**config.mk**
```make
export PLATFORM = sky130hd
export DESIGN_NAME = rgd_seq_flat
export DESIGN_NICKNAME = d
export VERILOG_FILES = /design/src/rtl/rgd_pkg.sv /design/src/rtl/rgd_if.sv /design/src/rtl/rgd_seq.sv /design/src/flat_wrapper.sv
export SDC_FILE = /design/constraint.sdc
export NUM_CORES = 1
export LEC_CHECK = 0
export BUFFER_PORTS_ARGS = -buffer_cell sky130_fd_sc_hd__buf_2
export CAP_MARGIN = 5
export CELL_PAD_IN_SITES_DETAIL_PLACEMENT = 1
export CELL_PAD_IN_SITES_GLOBAL_PLACEMENT = 1
export CORE_ASPECT_RATIO = 1.4
export CORE_MARGIN = 5
export CORE_UTILIZATION = 50
export CTS_CLUSTER_DIAMETER = 200
export DETAILED_ROUTE_END_ITERATION = 12
export PLACE_DENSITY_LB_ADDON = 0.15
export SLEW_MARGIN = 20
export SYNTH_ARGS = -nofsm -noshare
export SYNTH_HDL_FRONTEND = slang
export SYNTH_SLANG_ARGS = --single-unit
```
**constraint.sdc**
```tcl
create_clock -name clk -period 8.8 [get_ports clk]
set_input_delay 0.44 -clock clk [delete_from_list [all_inputs] [get_ports clk]]
set_output_delay 0.44 -clock clk [all_outputs]
set_load 0.005 [all_outputs]
```
**src/rtl/rgd_pkg.sv**
```systemverilog
// ---------------------------------------------------------------------------
// rgd_pkg
// Shared constants, opcodes and memory request types of the raster drawer.
// ---------------------------------------------------------------------------
`default_nettype none
package rgd_pkg;

	localparam int FRAME_COLS = 128;
	localparam int FRAME_ROWS = 64;
	localparam int STRIP_BITS = 16384;

	localparam int FADDR_W = $clog2(FRAME_COLS * FRAME_ROWS);
	localparam int SADDR_W = $clog2(STRIP_BITS);
	localparam int SIDX_W  = 17;

	localparam logic [2:0] OP_COLOUR = 3'd0;
	localparam logic [2:0] OP_MOVE   = 3'd1;
	localparam logic [2:0] OP_PIXEL  = 3'd2;
	localparam logic [2:0] OP_RECT   = 3'd3;
	localparam logic [2:0] OP_GLYPH  = 3'd4;
	localparam logic [2:0] OP_READ   = 3'd5;
	localparam logic [2:0] OP_LOAD   = 3'd6;

	localparam logic [2:0] REG_ACT_W   = 3'd0;
	localparam logic [2:0] REG_ACT_H   = 3'd1;
	localparam logic [2:0] REG_FIRST   = 3'd2;
	localparam logic [2:0] REG_LAST    = 3'd3;
	localparam logic [2:0] REG_GLYPH_W = 3'd4;
	localparam logic [2:0] REG_GLYPH_H = 3'd5;
	localparam logic [2:0] REG_PITCH   = 3'd6;
	localparam logic [2:0] REG_BASE    = 3'd7;

	typedef struct packed {
		logic               we;
		logic               re;
		logic [FADDR_W-1:0] addr;
		logic [15:0]        wdata;
	} frame_req_t;

	typedef struct packed {
		logic               we;
		logic               re;
		logic [SADDR_W-1:0] addr;
		logic               wdata;
	} strip_req_t;

	function automatic logic [FADDR_W-1:0] frame_addr(logic [10:0] col, logic [10:0] row);
		frame_addr = FADDR_W'(row) * FADDR_W'(FRAME_COLS) + FADDR_W'(col);
	endfunction

endpackage
`default_nettype wire

```
**src/rtl/rgd_if.sv**
```systemverilog
// ---------------------------------------------------------------------------
// rgd_if
// Request and result channels with valid/ready handshake.
// ---------------------------------------------------------------------------
`default_nettype none
interface rgd_in_if;
	logic        valid;
	logic        ready;
	logic [2:0]  operation;
	logic [23:0] rgb;
	logic [9:0]  x_pos;
	logic [9:0]  y_pos;
	logic [9:0]  rect_width;
	logic [9:0]  rect_height;
	logic [7:0]  char_code;
	logic [3:0]  scale;
	logic [13:0] glyph_bit_index;
	logic        glyph_bit;

	modport source (output valid, operation, rgb, x_pos, y_pos, rect_width, rect_height,
		char_code, scale, glyph_bit_index, glyph_bit, input ready);
	modport sink (input valid, operation, rgb, x_pos, y_pos, rect_width, rect_height,
		char_code, scale, glyph_bit_index, glyph_bit, output ready);
endinterface

interface rgd_out_if;
	logic        valid;
	logic        ready;
	logic [15:0] read_data;
	logic [9:0]  cursor_col;
	logic [9:0]  cursor_row;
	logic        char_skipped;

	modport source (output valid, read_data, cursor_col, cursor_row, char_skipped,
		input ready);
	modport sink (input valid, read_data, cursor_col, cursor_row, char_skipped,
		output ready);
endinterface
`default_nettype wire

```
**src/rtl/rgd_seq.sv**
```systemverilog
// ---------------------------------------------------------------------------
// rgd_seq
// Operation sequencer: registers, pixel walk and memory requests.
// ---------------------------------------------------------------------------
`default_nettype none
module rgd_seq
	import rgd_pkg::*;
(
	input  wire logic        clk,
	input  wire logic        arst_n,
	input  wire logic        cfg_we,
	input  wire logic [2:0]  cfg_index,
	input  wire logic [10:0] cfg_data,
	rgd_in_if.sink           in_ch,
	rgd_out_if.source        out_ch,
	output frame_req_t       frame_req,
	input  wire logic [15:0] frame_rdata,
	output strip_req_t       strip_req,
	input  wire logic        strip_rdata
);
	localparam logic [1:0] ST_IDLE  = 2'd0;
	localparam logic [1:0] ST_RECT  = 2'd1;
	localparam logic [1:0] ST_GLYPH = 2'd2;
	localparam logic [1:0] ST_DONE  = 2'd3;

	logic [1:0]  state_q;
	logic [7:0]  act_w_q;
	logic [6:0]  act_h_q;
	logic [7:0]  first_q;
	logic [7:0]  last_q;
	logic [3:0]  gw_q;
	logic [4:0]  gh_q;
	logic [10:0] pitch_q;
	logic [3:0]  base_q;
	logic [15:0] pen_q;
	logic [9:0]  cx_q;
	logic [9:0]  cy_q;

	logic [10:0]        x0_q;
	logic [10:0]        col_q;
	logic signed [11:0] row_q;
	logic [10:0]        xend_q;
	logic [10:0]        yend_q;
	logic [4:0]         j_q;
	logic [3:0]         s_q;
	logic [3:0]         ci_q;
	logic [3:0]         si_q;
	logic [3:0]         scale_q;
	logic [SIDX_W-1:0]  rb_q;
	logic               skip_q;
	logic               rd_ok_q;

	logic               v_s1;
	logic               ink_s1;
	logic [FADDR_W-1:0] faddr_s1;

	logic        ov_q;
	logic [15:0] o_data_q;
	logic [9:0]  o_col_q;
	logic [9:0]  o_row_q;
	logic        o_skip_q;

	logic               accept;
	logic [10:0]        wlim, hlim;
	logic [10:0]        xsum, ysum, xend, yend;
	logic               code_ok, gvoid;
	logic [11:0]        gbase;
	logic [7:0]         gdrop;
	logic [7:0]         gadv;
	logic [10:0]        adv;
	logic signed [11:0] gtop;
	logic               pix_ok, rd_ok;
	logic [SIDX_W-1:0]  sidx;
	logic               sidx_ok, cell_ok;
	logic               last_i, last_s;
	logic               v_nxt;
	logic               ov_set;

	assign in_ch.ready = (state_q == ST_IDLE);
	assign accept      = in_ch.valid && in_ch.ready;

	assign wlim = ({3'b0, act_w_q} < 11'(FRAME_COLS)) ? {3'b0, act_w_q} : 11'(FRAME_COLS);
	assign hlim = ({4'b0, act_h_q} < 11'(FRAME_ROWS)) ? {4'b0, act_h_q} : 11'(FRAME_ROWS);

	assign xsum = {1'b0, cx_q} + {1'b0, in_ch.rect_width};
	assign ysum = {1'b0, cy_q} + {1'b0, in_ch.rect_height};
	assign xend = (xsum < wlim) ? xsum : wlim;
	assign yend = (ysum < hlim) ? ysum : hlim;

	assign code_ok = (in_ch.char_code >= first_q) && (in_ch.char_code <= last_q);
	assign gvoid   = (gh_q == 5'd0) || (gw_q == 4'd0) || (in_ch.scale == 4'd0);
	assign gbase   = 12'(in_ch.char_code - first_q) * 12'(gw_q);
	assign gdrop   = 8'(base_q) * 8'(in_ch.scale);
	assign gadv    = 8'(gw_q) * 8'(in_ch.scale);
	assign gtop    = $signed({2'b0, cy_q}) - $signed({4'b0, gdrop});
	assign adv     = ({1'b0, cx_q} + {3'b0, gadv} > 11'd1023) ? 11'd1023
	                 : {1'b0, cx_q} + {3'b0, gadv};

	assign pix_ok = ({1'b0, cx_q} < wlim) && ({1'b0, cy_q} < hlim);
	assign rd_ok  = ({1'b0, in_ch.x_pos} < wlim) && ({1'b0, in_ch.y_pos} < hlim);

	assign sidx    = rb_q + SIDX_W'(ci_q);
	assign sidx_ok = sidx < SIDX_W'(STRIP_BITS);
	assign cell_ok = sidx_ok && !row_q[11] && (col_q < wlim) && (11'(row_q) < hlim);
	assign last_i  = (ci_q + 4'd1 == gw_q) && (si_q + 4'd1 == scale_q);
	assign last_s  = (s_q + 4'd1 == scale_q);

	// a finished result moves to the output register once the old one is gone
	assign ov_set = (state_q == ST_DONE) && (!ov_q || out_ch.ready);

	always_comb begin
		unique case (state_q)
			ST_IDLE:  v_nxt = accept && (in_ch.operation == OP_PIXEL) && pix_ok;
			ST_RECT:  v_nxt = 1'b1;
			ST_GLYPH: v_nxt = cell_ok;
			default:  v_nxt = 1'b0;
		endcase
	end

	always_comb begin
		frame_req.we    = v_s1 && (!ink_s1 || strip_rdata);
		frame_req.re    = accept && (in_ch.operation == OP_READ) && rd_ok;
		frame_req.addr  = v_s1 ? faddr_s1
		                  : frame_addr({1'b0, in_ch.x_pos}, {1'b0, in_ch.y_pos});
		frame_req.wdata = pen_q;
		strip_req.we    = accept && (in_ch.operation == OP_LOAD)
		                  && (SIDX_W'(in_ch.glyph_bit_index) < SIDX_W'(STRIP_BITS));
		strip_req.re    = (state_q == ST_GLYPH) && sidx_ok;
		strip_req.addr  = strip_req.we ? SADDR_W'(in_ch.glyph_bit_index) : SADDR_W'(sidx);
		strip_req.wdata = in_ch.glyph_bit;
	end

	// configuration registers
	always_ff @(posedge clk or negedge arst_n) begin
		if (!arst_n) begin
			act_w_q <= 8'd128;
			act_h_q <= 7'd64;
			first_q <= 8'd32;
			last_q  <= 8'd126;
			gw_q    <= 4'd6;
			gh_q    <= 5'd13;
			pitch_q <= 11'd1024;
			base_q  <= 4'd10;
		end else if (cfg_we) begin
			unique case (cfg_index)
				REG_ACT_W:   act_w_q <= cfg_data[7:0];
				REG_ACT_H:   act_h_q <= cfg_data[6:0];
				REG_FIRST:   first_q <= cfg_data[7:0];
				REG_LAST:    last_q  <= cfg_data[7:0];
				REG_GLYPH_W: gw_q    <= cfg_data[3:0];
				REG_GLYPH_H: gh_q    <= cfg_data[4:0];
				REG_PITCH:   pitch_q <= cfg_data;
				REG_BASE:    base_q  <= cfg_data[3:0];
				default:     ;
			endcase
		end
	end

	// control and architectural state
	always_ff @(posedge clk or negedge arst_n) begin
		if (!arst_n) begin
			state_q <= ST_IDLE;
			pen_q   <= '0;
			cx_q    <= '0;
			cy_q    <= '0;
			v_s1    <= 1'b0;
			ov_q    <= 1'b0;
			skip_q  <= 1'b0;
			rd_ok_q <= 1'b0;
		end else begin
			v_s1 <= v_nxt;
			if (ov_set) begin
				ov_q <= 1'b1;
			end else if (ov_q && out_ch.ready) begin
				ov_q <= 1'b0;
			end
			unique case (state_q)
				ST_IDLE: begin
					if (accept) begin
						skip_q  <= (in_ch.operation == OP_GLYPH) && !code_ok;
						rd_ok_q <= (in_ch.operation == OP_READ) && rd_ok;
						unique case (in_ch.operation)
							OP_COLOUR: begin
								pen_q   <= {in_ch.rgb[23:19], in_ch.rgb[15:10],
									in_ch.rgb[7:3]};
								state_q <= ST_DONE;
							end
							OP_MOVE: begin
								cx_q    <= in_ch.x_pos;
								cy_q    <= in_ch.y_pos;
								state_q <= ST_DONE;
							end
							OP_RECT: begin
								state_q <= (({1'b0, cx_q} < xend) && ({1'b0, cy_q} < yend))
									? ST_RECT : ST_DONE;
							end
							OP_GLYPH: begin
								if (code_ok) begin
									cx_q <= adv[9:0];
								end
								state_q <= (code_ok && !gvoid) ? ST_GLYPH : ST_DONE;
							end
							default: state_q <= ST_DONE;
						endcase
					end
				end
				ST_RECT: begin
					if (col_q + 11'd1 >= xend_q && 11'(row_q) + 11'd1 >= yend_q) begin
						state_q <= ST_DONE;
					end
				end
				ST_GLYPH: begin
					if (last_i && last_s && (j_q + 5'd1 == gh_q)) begin
						state_q <= ST_DONE;
					end
				end
				ST_DONE: begin
					if (ov_set) begin
						state_q <= ST_IDLE;
					end
				end
				default: state_q <= ST_IDLE;
			endcase
		end
	end

	// walk counters, pixel stage and result payload
	always_ff @(posedge clk) begin
		ink_s1   <= (state_q == ST_GLYPH);
		faddr_s1 <= (state_q == ST_IDLE) ? frame_addr({1'b0, cx_q}, {1'b0, cy_q})
		            : frame_addr(col_q, 11'(row_q));
		if (accept) begin
			x0_q    <= {1'b0, cx_q};
			col_q   <= {1'b0, cx_q};
			xend_q  <= xend;
			yend_q  <= yend;
			scale_q <= in_ch.scale;
			j_q     <= '0;
			s_q     <= '0;
			ci_q    <= '0;
			si_q    <= '0;
			rb_q    <= SIDX_W'(gbase);
			row_q   <= (in_ch.operation == OP_GLYPH) ? gtop : $signed({2'b0, cy_q});
		end else if (state_q == ST_RECT) begin
			if (col_q + 11'd1 < xend_q) begin
				col_q <= col_q + 11'd1;
			end else begin
				col_q <= x0_q;
				row_q <= row_q + 12'sd1;
			end
		end else if (state_q == ST_GLYPH) begin
			// advance sub-column, then glyph column, then sub-row, then glyph row
			if (last_i) begin
				col_q <= x0_q;
				ci_q  <= '0;
				si_q  <= '0;
				row_q <= row_q + 12'sd1;
				if (last_s) begin
					s_q  <= '0;
					j_q  <= j_q + 5'd1;
					rb_q <= rb_q + SIDX_W'(pitch_q);
				end else begin
					s_q <= s_q + 4'd1;
				end
			end else begin
				col_q <= col_q + 11'd1;
				if (si_q + 4'd1 == scale_q) begin
					si_q <= '0;
					ci_q <= ci_q + 4'd1;
				end else begin
					si_q <= si_q + 4'd1;
				end
			end
		end
		if (ov_set) begin
			o_data_q <= rd_ok_q ? frame_rdata : 16'd0;
			o_col_q  <= cx_q;
			o_row_q  <= cy_q;
			o_skip_q <= skip_q;
		end
	end

	assign out_ch.valid        = ov_q;
	assign out_ch.read_data    = o_data_q;
	assign out_ch.cursor_col   = o_col_q;
	assign out_ch.cursor_row   = o_row_q;
	assign out_ch.char_skipped = o_skip_q;
endmodule
`default_nettype wire

```
**src/flat_wrapper.sv**
```systemverilog
// flat-port wrapper written by rule: the top's interface ports become plain ports
module rgd_seq_flat import rgd_pkg::*;
  (clk, arst_n, cfg_we, cfg_index, cfg_data, frame_req, frame_rdata, strip_req, strip_rdata, in_ch_valid, in_ch_operation, in_ch_rgb, in_ch_x_pos, in_ch_y_pos, in_ch_rect_width, in_ch_rect_height, in_ch_char_code, in_ch_scale, in_ch_glyph_bit_index, in_ch_glyph_bit, in_ch_ready, out_ch_valid, out_ch_read_data, out_ch_cursor_col, out_ch_cursor_row, out_ch_char_skipped, out_ch_ready);
  rgd_in_if in_ch_i ();
  rgd_out_if out_ch_i ();
  input  wire logic clk;
  input  wire logic arst_n;
  input  wire logic cfg_we;
  input  wire logic [2:0] cfg_index;
  input  wire logic [10:0] cfg_data;
  output frame_req_t frame_req;
  input  wire logic [15:0] frame_rdata;
  output strip_req_t strip_req;
  input  wire logic strip_rdata;
  input wire logic [$bits(in_ch_i.valid)-1:0] in_ch_valid;
  input wire logic [$bits(in_ch_i.operation)-1:0] in_ch_operation;
  input wire logic [$bits(in_ch_i.rgb)-1:0] in_ch_rgb;
  input wire logic [$bits(in_ch_i.x_pos)-1:0] in_ch_x_pos;
  input wire logic [$bits(in_ch_i.y_pos)-1:0] in_ch_y_pos;
  input wire logic [$bits(in_ch_i.rect_width)-1:0] in_ch_rect_width;
  input wire logic [$bits(in_ch_i.rect_height)-1:0] in_ch_rect_height;
  input wire logic [$bits(in_ch_i.char_code)-1:0] in_ch_char_code;
  input wire logic [$bits(in_ch_i.scale)-1:0] in_ch_scale;
  input wire logic [$bits(in_ch_i.glyph_bit_index)-1:0] in_ch_glyph_bit_index;
  input wire logic [$bits(in_ch_i.glyph_bit)-1:0] in_ch_glyph_bit;
  output wire logic [$bits(in_ch_i.ready)-1:0] in_ch_ready;
  output wire logic [$bits(out_ch_i.valid)-1:0] out_ch_valid;
  output wire logic [$bits(out_ch_i.read_data)-1:0] out_ch_read_data;
  output wire logic [$bits(out_ch_i.cursor_col)-1:0] out_ch_cursor_col;
  output wire logic [$bits(out_ch_i.cursor_row)-1:0] out_ch_cursor_row;
  output wire logic [$bits(out_ch_i.char_skipped)-1:0] out_ch_char_skipped;
  input wire logic [$bits(out_ch_i.ready)-1:0] out_ch_ready;
  assign in_ch_i.valid = in_ch_valid;
  assign in_ch_i.operation = in_ch_operation;
  assign in_ch_i.rgb = in_ch_rgb;
  assign in_ch_i.x_pos = in_ch_x_pos;
  assign in_ch_i.y_pos = in_ch_y_pos;
  assign in_ch_i.rect_width = in_ch_rect_width;
  assign in_ch_i.rect_height = in_ch_rect_height;
  assign in_ch_i.char_code = in_ch_char_code;
  assign in_ch_i.scale = in_ch_scale;
  assign in_ch_i.glyph_bit_index = in_ch_glyph_bit_index;
  assign in_ch_i.glyph_bit = in_ch_glyph_bit;
  assign in_ch_ready = in_ch_i.ready;
  assign out_ch_valid = out_ch_i.valid;
  assign out_ch_read_data = out_ch_i.read_data;
  assign out_ch_cursor_col = out_ch_i.cursor_col;
  assign out_ch_cursor_row = out_ch_i.cursor_row;
  assign out_ch_char_skipped = out_ch_i.char_skipped;
  assign out_ch_i.ready = out_ch_ready;
  rgd_seq u_core (.clk(clk), .arst_n(arst_n), .cfg_we(cfg_we), .cfg_index(cfg_index), .cfg_data(cfg_data), .in_ch(in_ch_i), .out_ch(out_ch_i), .frame_req(frame_req), .frame_rdata(frame_rdata), .strip_req(strip_req), .strip_rdata(strip_rdata));
endmodule
```
==> results.txt <==
Synth top area share: 0.1809
synthesized cell area: 17,760 sq um
crit start category: register
final net count: 2,408
Max Freq: 170.7 MHz
Max rail drop VDD: 325.7 uV
Clock Path Buffers: 3
critical path class: register to register
critical path fanouts, max: 9
Tcrit/Tclk final: 0.6656
Post-synth EDFFs: 107
port bufs: 206
final setup fails: 0
standard-cell rows: 81
grt ovf: 0
num ports: 217
Synth Flop Type: edfxtp_1
hold_sp: in_ch_rgb[5]
met3 Usage GRT: 0.03042
critical path endpoint category: register
total track usage: 0.2733
PostCTS Resize Cnt: 0
async set-reset flop share out of synthesis: 0.4025
met2 usage: 0.5314
TritonCTS clock tree: done
routability cong.: 0.8678
register area share after synthesis: 0.3605
drc violations: 0
start of the worst register-to-register path: u_core.cx_q[0]
TNS Setup: 0 ns
Req. time, crit path: 9.28 ns
Die Footprint: 39,440 sq um
Pwr per Cell Area: 362.0 nW/um^2
Power Total: 0.007341 W
share of layout cells above drive strength 1: 0.1908
busiest grt layer: met2
leading post-synthesis cells by cell area: edfxtp_1 18%, ha_1 15%, dfrtp_1 11%
Reg clk slew, reported paths: 0.06 ns
DRT antenna net count: 0
most instantiated library cell after synthesis: ha_1
Mapped Avg Cell Area: 9.769 sq um
area delta synth->final: 14.18%
Distinct cells, synth: 77
worst-skew pair later-pin latency: 0.55 ns
gate count of the mapped netlist: 1,818
Die Y-Extent: 233 microns
clk root buf: clkbuf_16
Least-Margin Pin Slew: 1.091 ns
Antenna Cells: 0
routed vias/inst: 5.768
Setup crit start: u_core.cx_q[0]
vias in the first global route: 15,970
count of hold-fix buffers inserted at cts: 1
CTS Buf Count: 26
RSZ-0062 raised after global routing: false
status: completed
Die Wd: 169.3 microns
Hold WC Path Type: input pin to register
core area: 35,070 sq um
Max Cap Violations: 0
initial antenna violation count: 0
Min Clock Period, post-route: 5.857 ns
DR iter-0 viols: 598
Synth top cells by count: 211 x ha_1, 183 x inv_1, 140 x nand2_1
DPL Wire Length: 42.04 mm
final hold vios: 0
H-tree levels: 1
slew margin rel.: 0.2726
first-pass GRT wire length: 85.46 mm
largest net degree at the start of global routing: 64
routed vias: 14,420
first drt pass iteration count: 4
Sink Count: 241
met1 GRT Util: 0.2979
postcts setup bufs: 0
Starting Density: 0.5065
Pins Over Slew Limit: 0
routed wire length: 53.90 mm
Yosys warning count: 0
Leak: 9.305 nW
WL/cell: 21.56 microns
clk_skew: 0.01088 ns
CP arrival: 6.34 ns
area leader, netlist: edfxtp_1
Synth Register Bits: 241
stage by stage:
step | instances | area, sq um | setup WS (ns) | hold WS (ns) | util
2_1_floorplan | 1828 | 17800 | 4.184 | 0.1444 | -
3_3_place_gp | 2451 | 19280 | 3.395 | 0.4307 | 0.5498
3_5_place_dp | 2451 | 19280 | 3.118 | 0.4459 | 0.5498
4_1_cts | 2500 | 20270 | 2.959 | 0.09843 | 0.5781
5_1_grt | 2500 | 20280 | 2.601 | 0.1073 | 0.5783
6_report | 2500 | 20280 | 2.943 | 0.1187 | 0.5783
path summary, 6_finish.rpt:
check                           slack [ns]  depth (start not counted)                         end
min in group asynchronous             0.41                          2             u_core.pen_q[8]
worst max register to register        2.94                         24           u_core.state_q[1]
worst min-delay path                  0.12                          2             u_core.pen_q[2]
worst max-delay path                  2.94                         24           u_core.state_q[1]
worst min register to register        0.49                          0  u_core.out_ch.char_skipped
max in group asynchronous             7.11                          3              u_core.cx_q[0]
registers in the layout, indices dropped and copies added, names as in the netlist, 11 cells and up:
name / flops
u_core.pitch_q: 11
u_core.row_q: 12
u_core.pen_q: 16
u_core.rb_q: 17
u_core.xend_q: 11
u_core.out_ch.read_data: 16
u_core.yend_q: 11
u_core.col_q: 11
u_core.faddr_s1: 13
cell usage in the layout, fill, tap and decap left out, types with 6 or more instances in the layout:
| master | n |
|---|---|
| buf_4 | 9 |
| inv_1 | 183 |
| fa_1 | 43 |
| nor3b_1 | 6 |
| conb_1 | 12 |
| xnor2_1 | 80 |
| edfxtp_1 | 107 |
| and2_1 | 43 |
| or2_2 | 7 |
| nand4_1 | 15 |
| nor4_1 | 12 |
| a21oi_1 | 98 |
| a31oi_1 | 7 |
| buf_2 | 205 |
| and3_1 | 14 |
| o21a_1 | 25 |
| nand2b_1 | 20 |
| o21ai_0 | 108 |
| dfxtp_1 | 37 |
| nor2b_1 | 35 |
| a21o_1 | 26 |
| mux2_2 | 87 |
| dfrtp_1 | 80 |
| o211ai_1 | 11 |
| nor3_1 | 24 |
| mux2i_1 | 24 |
| ha_1 | 211 |
| nor2_1 | 122 |
| xor2_1 | 52 |
| dfstp_2 | 17 |
| nand2_1 | 139 |
| nand3_1 | 38 |
| a211oi_1 | 10 |
| clkbuf_16 | 30 |
final cells by class:
| cell class | count | area, sq um |
|---|---|---|
| Timing Repair Buffer | 215 | 1104 |
| Clock inverter | 9 | 146.4 |
| Multi-Input combinational cell | 1355 | 10530 |
| Fill cell | 4085 | 14790 |
| Sequential cell | 241 | 6402 |
| Tap cell | 456 | 570.5 |
| Inverter | 185 | 694.4 |
| Clock buffer | 39 | 834.6 |
per-layer routing:
layer,vias to the layer above,routed length (microns),share of wire
li1,6723,-,-
met1,7221,20260,0.38
met2,350,29120,0.54
met3,127,2234,0.041
met4,0,2288,0.042
met5,-,0,0
critical path, cell delays in order, from the launching register on:
cell      delay [ns]
dfrtp_1         0.58
ha_1            0.24
inv_1           0.05
fa_1            0.41
nand2b_1        0.21
a21oi_1         0.30
o21a_1          0.22
xor2_1          0.26
ha_1            0.29
a21oi_1         0.21
o221ai_1        0.19
o21ba_2         0.27
o311a_1         0.16
o21ai_1         0.10
nor2_1          0.41
mux2i_1         0.18
ha_1            0.35
nand2_1         0.07
o21ai_0         0.21
nand2b_1        0.10
a31oi_1         0.33
nor3b_1         0.09
a211oi_1        0.34
mux2i_1         0.12
o21ai_1         0.09
cells by family after synthesis:
| family | after synthesis | synth area share |
|---|---|---|
| buf+inv | 232 | 0.04981 |
| mux | 111 | 0.06869 |
| fa+ha+maj | 256 | 0.1983 |
| flops | 241 | 0.3605 |
| compound gates | 338 | 0.1170 |
| xor+xnor | 132 | 0.06509 |
| other cells | 2 | 0.0004228 |
| simple gates | 506 | 0.1402 |
report_power, final:
| part | switching [W] | total, W | internal [W] | leakage [nW] |
|---|---|---|---|---|
| logic | 0.00229 | 0.00398 | 0.00169 | 6.36 |
| clock network | 0.000489 | 0.00126 | 0.000772 | 0.487 |
| registers | 0.000435 | 0.00210 | 0.00166 | 2.46 |
No activity file was read; power rests on OpenSTA's default activity.
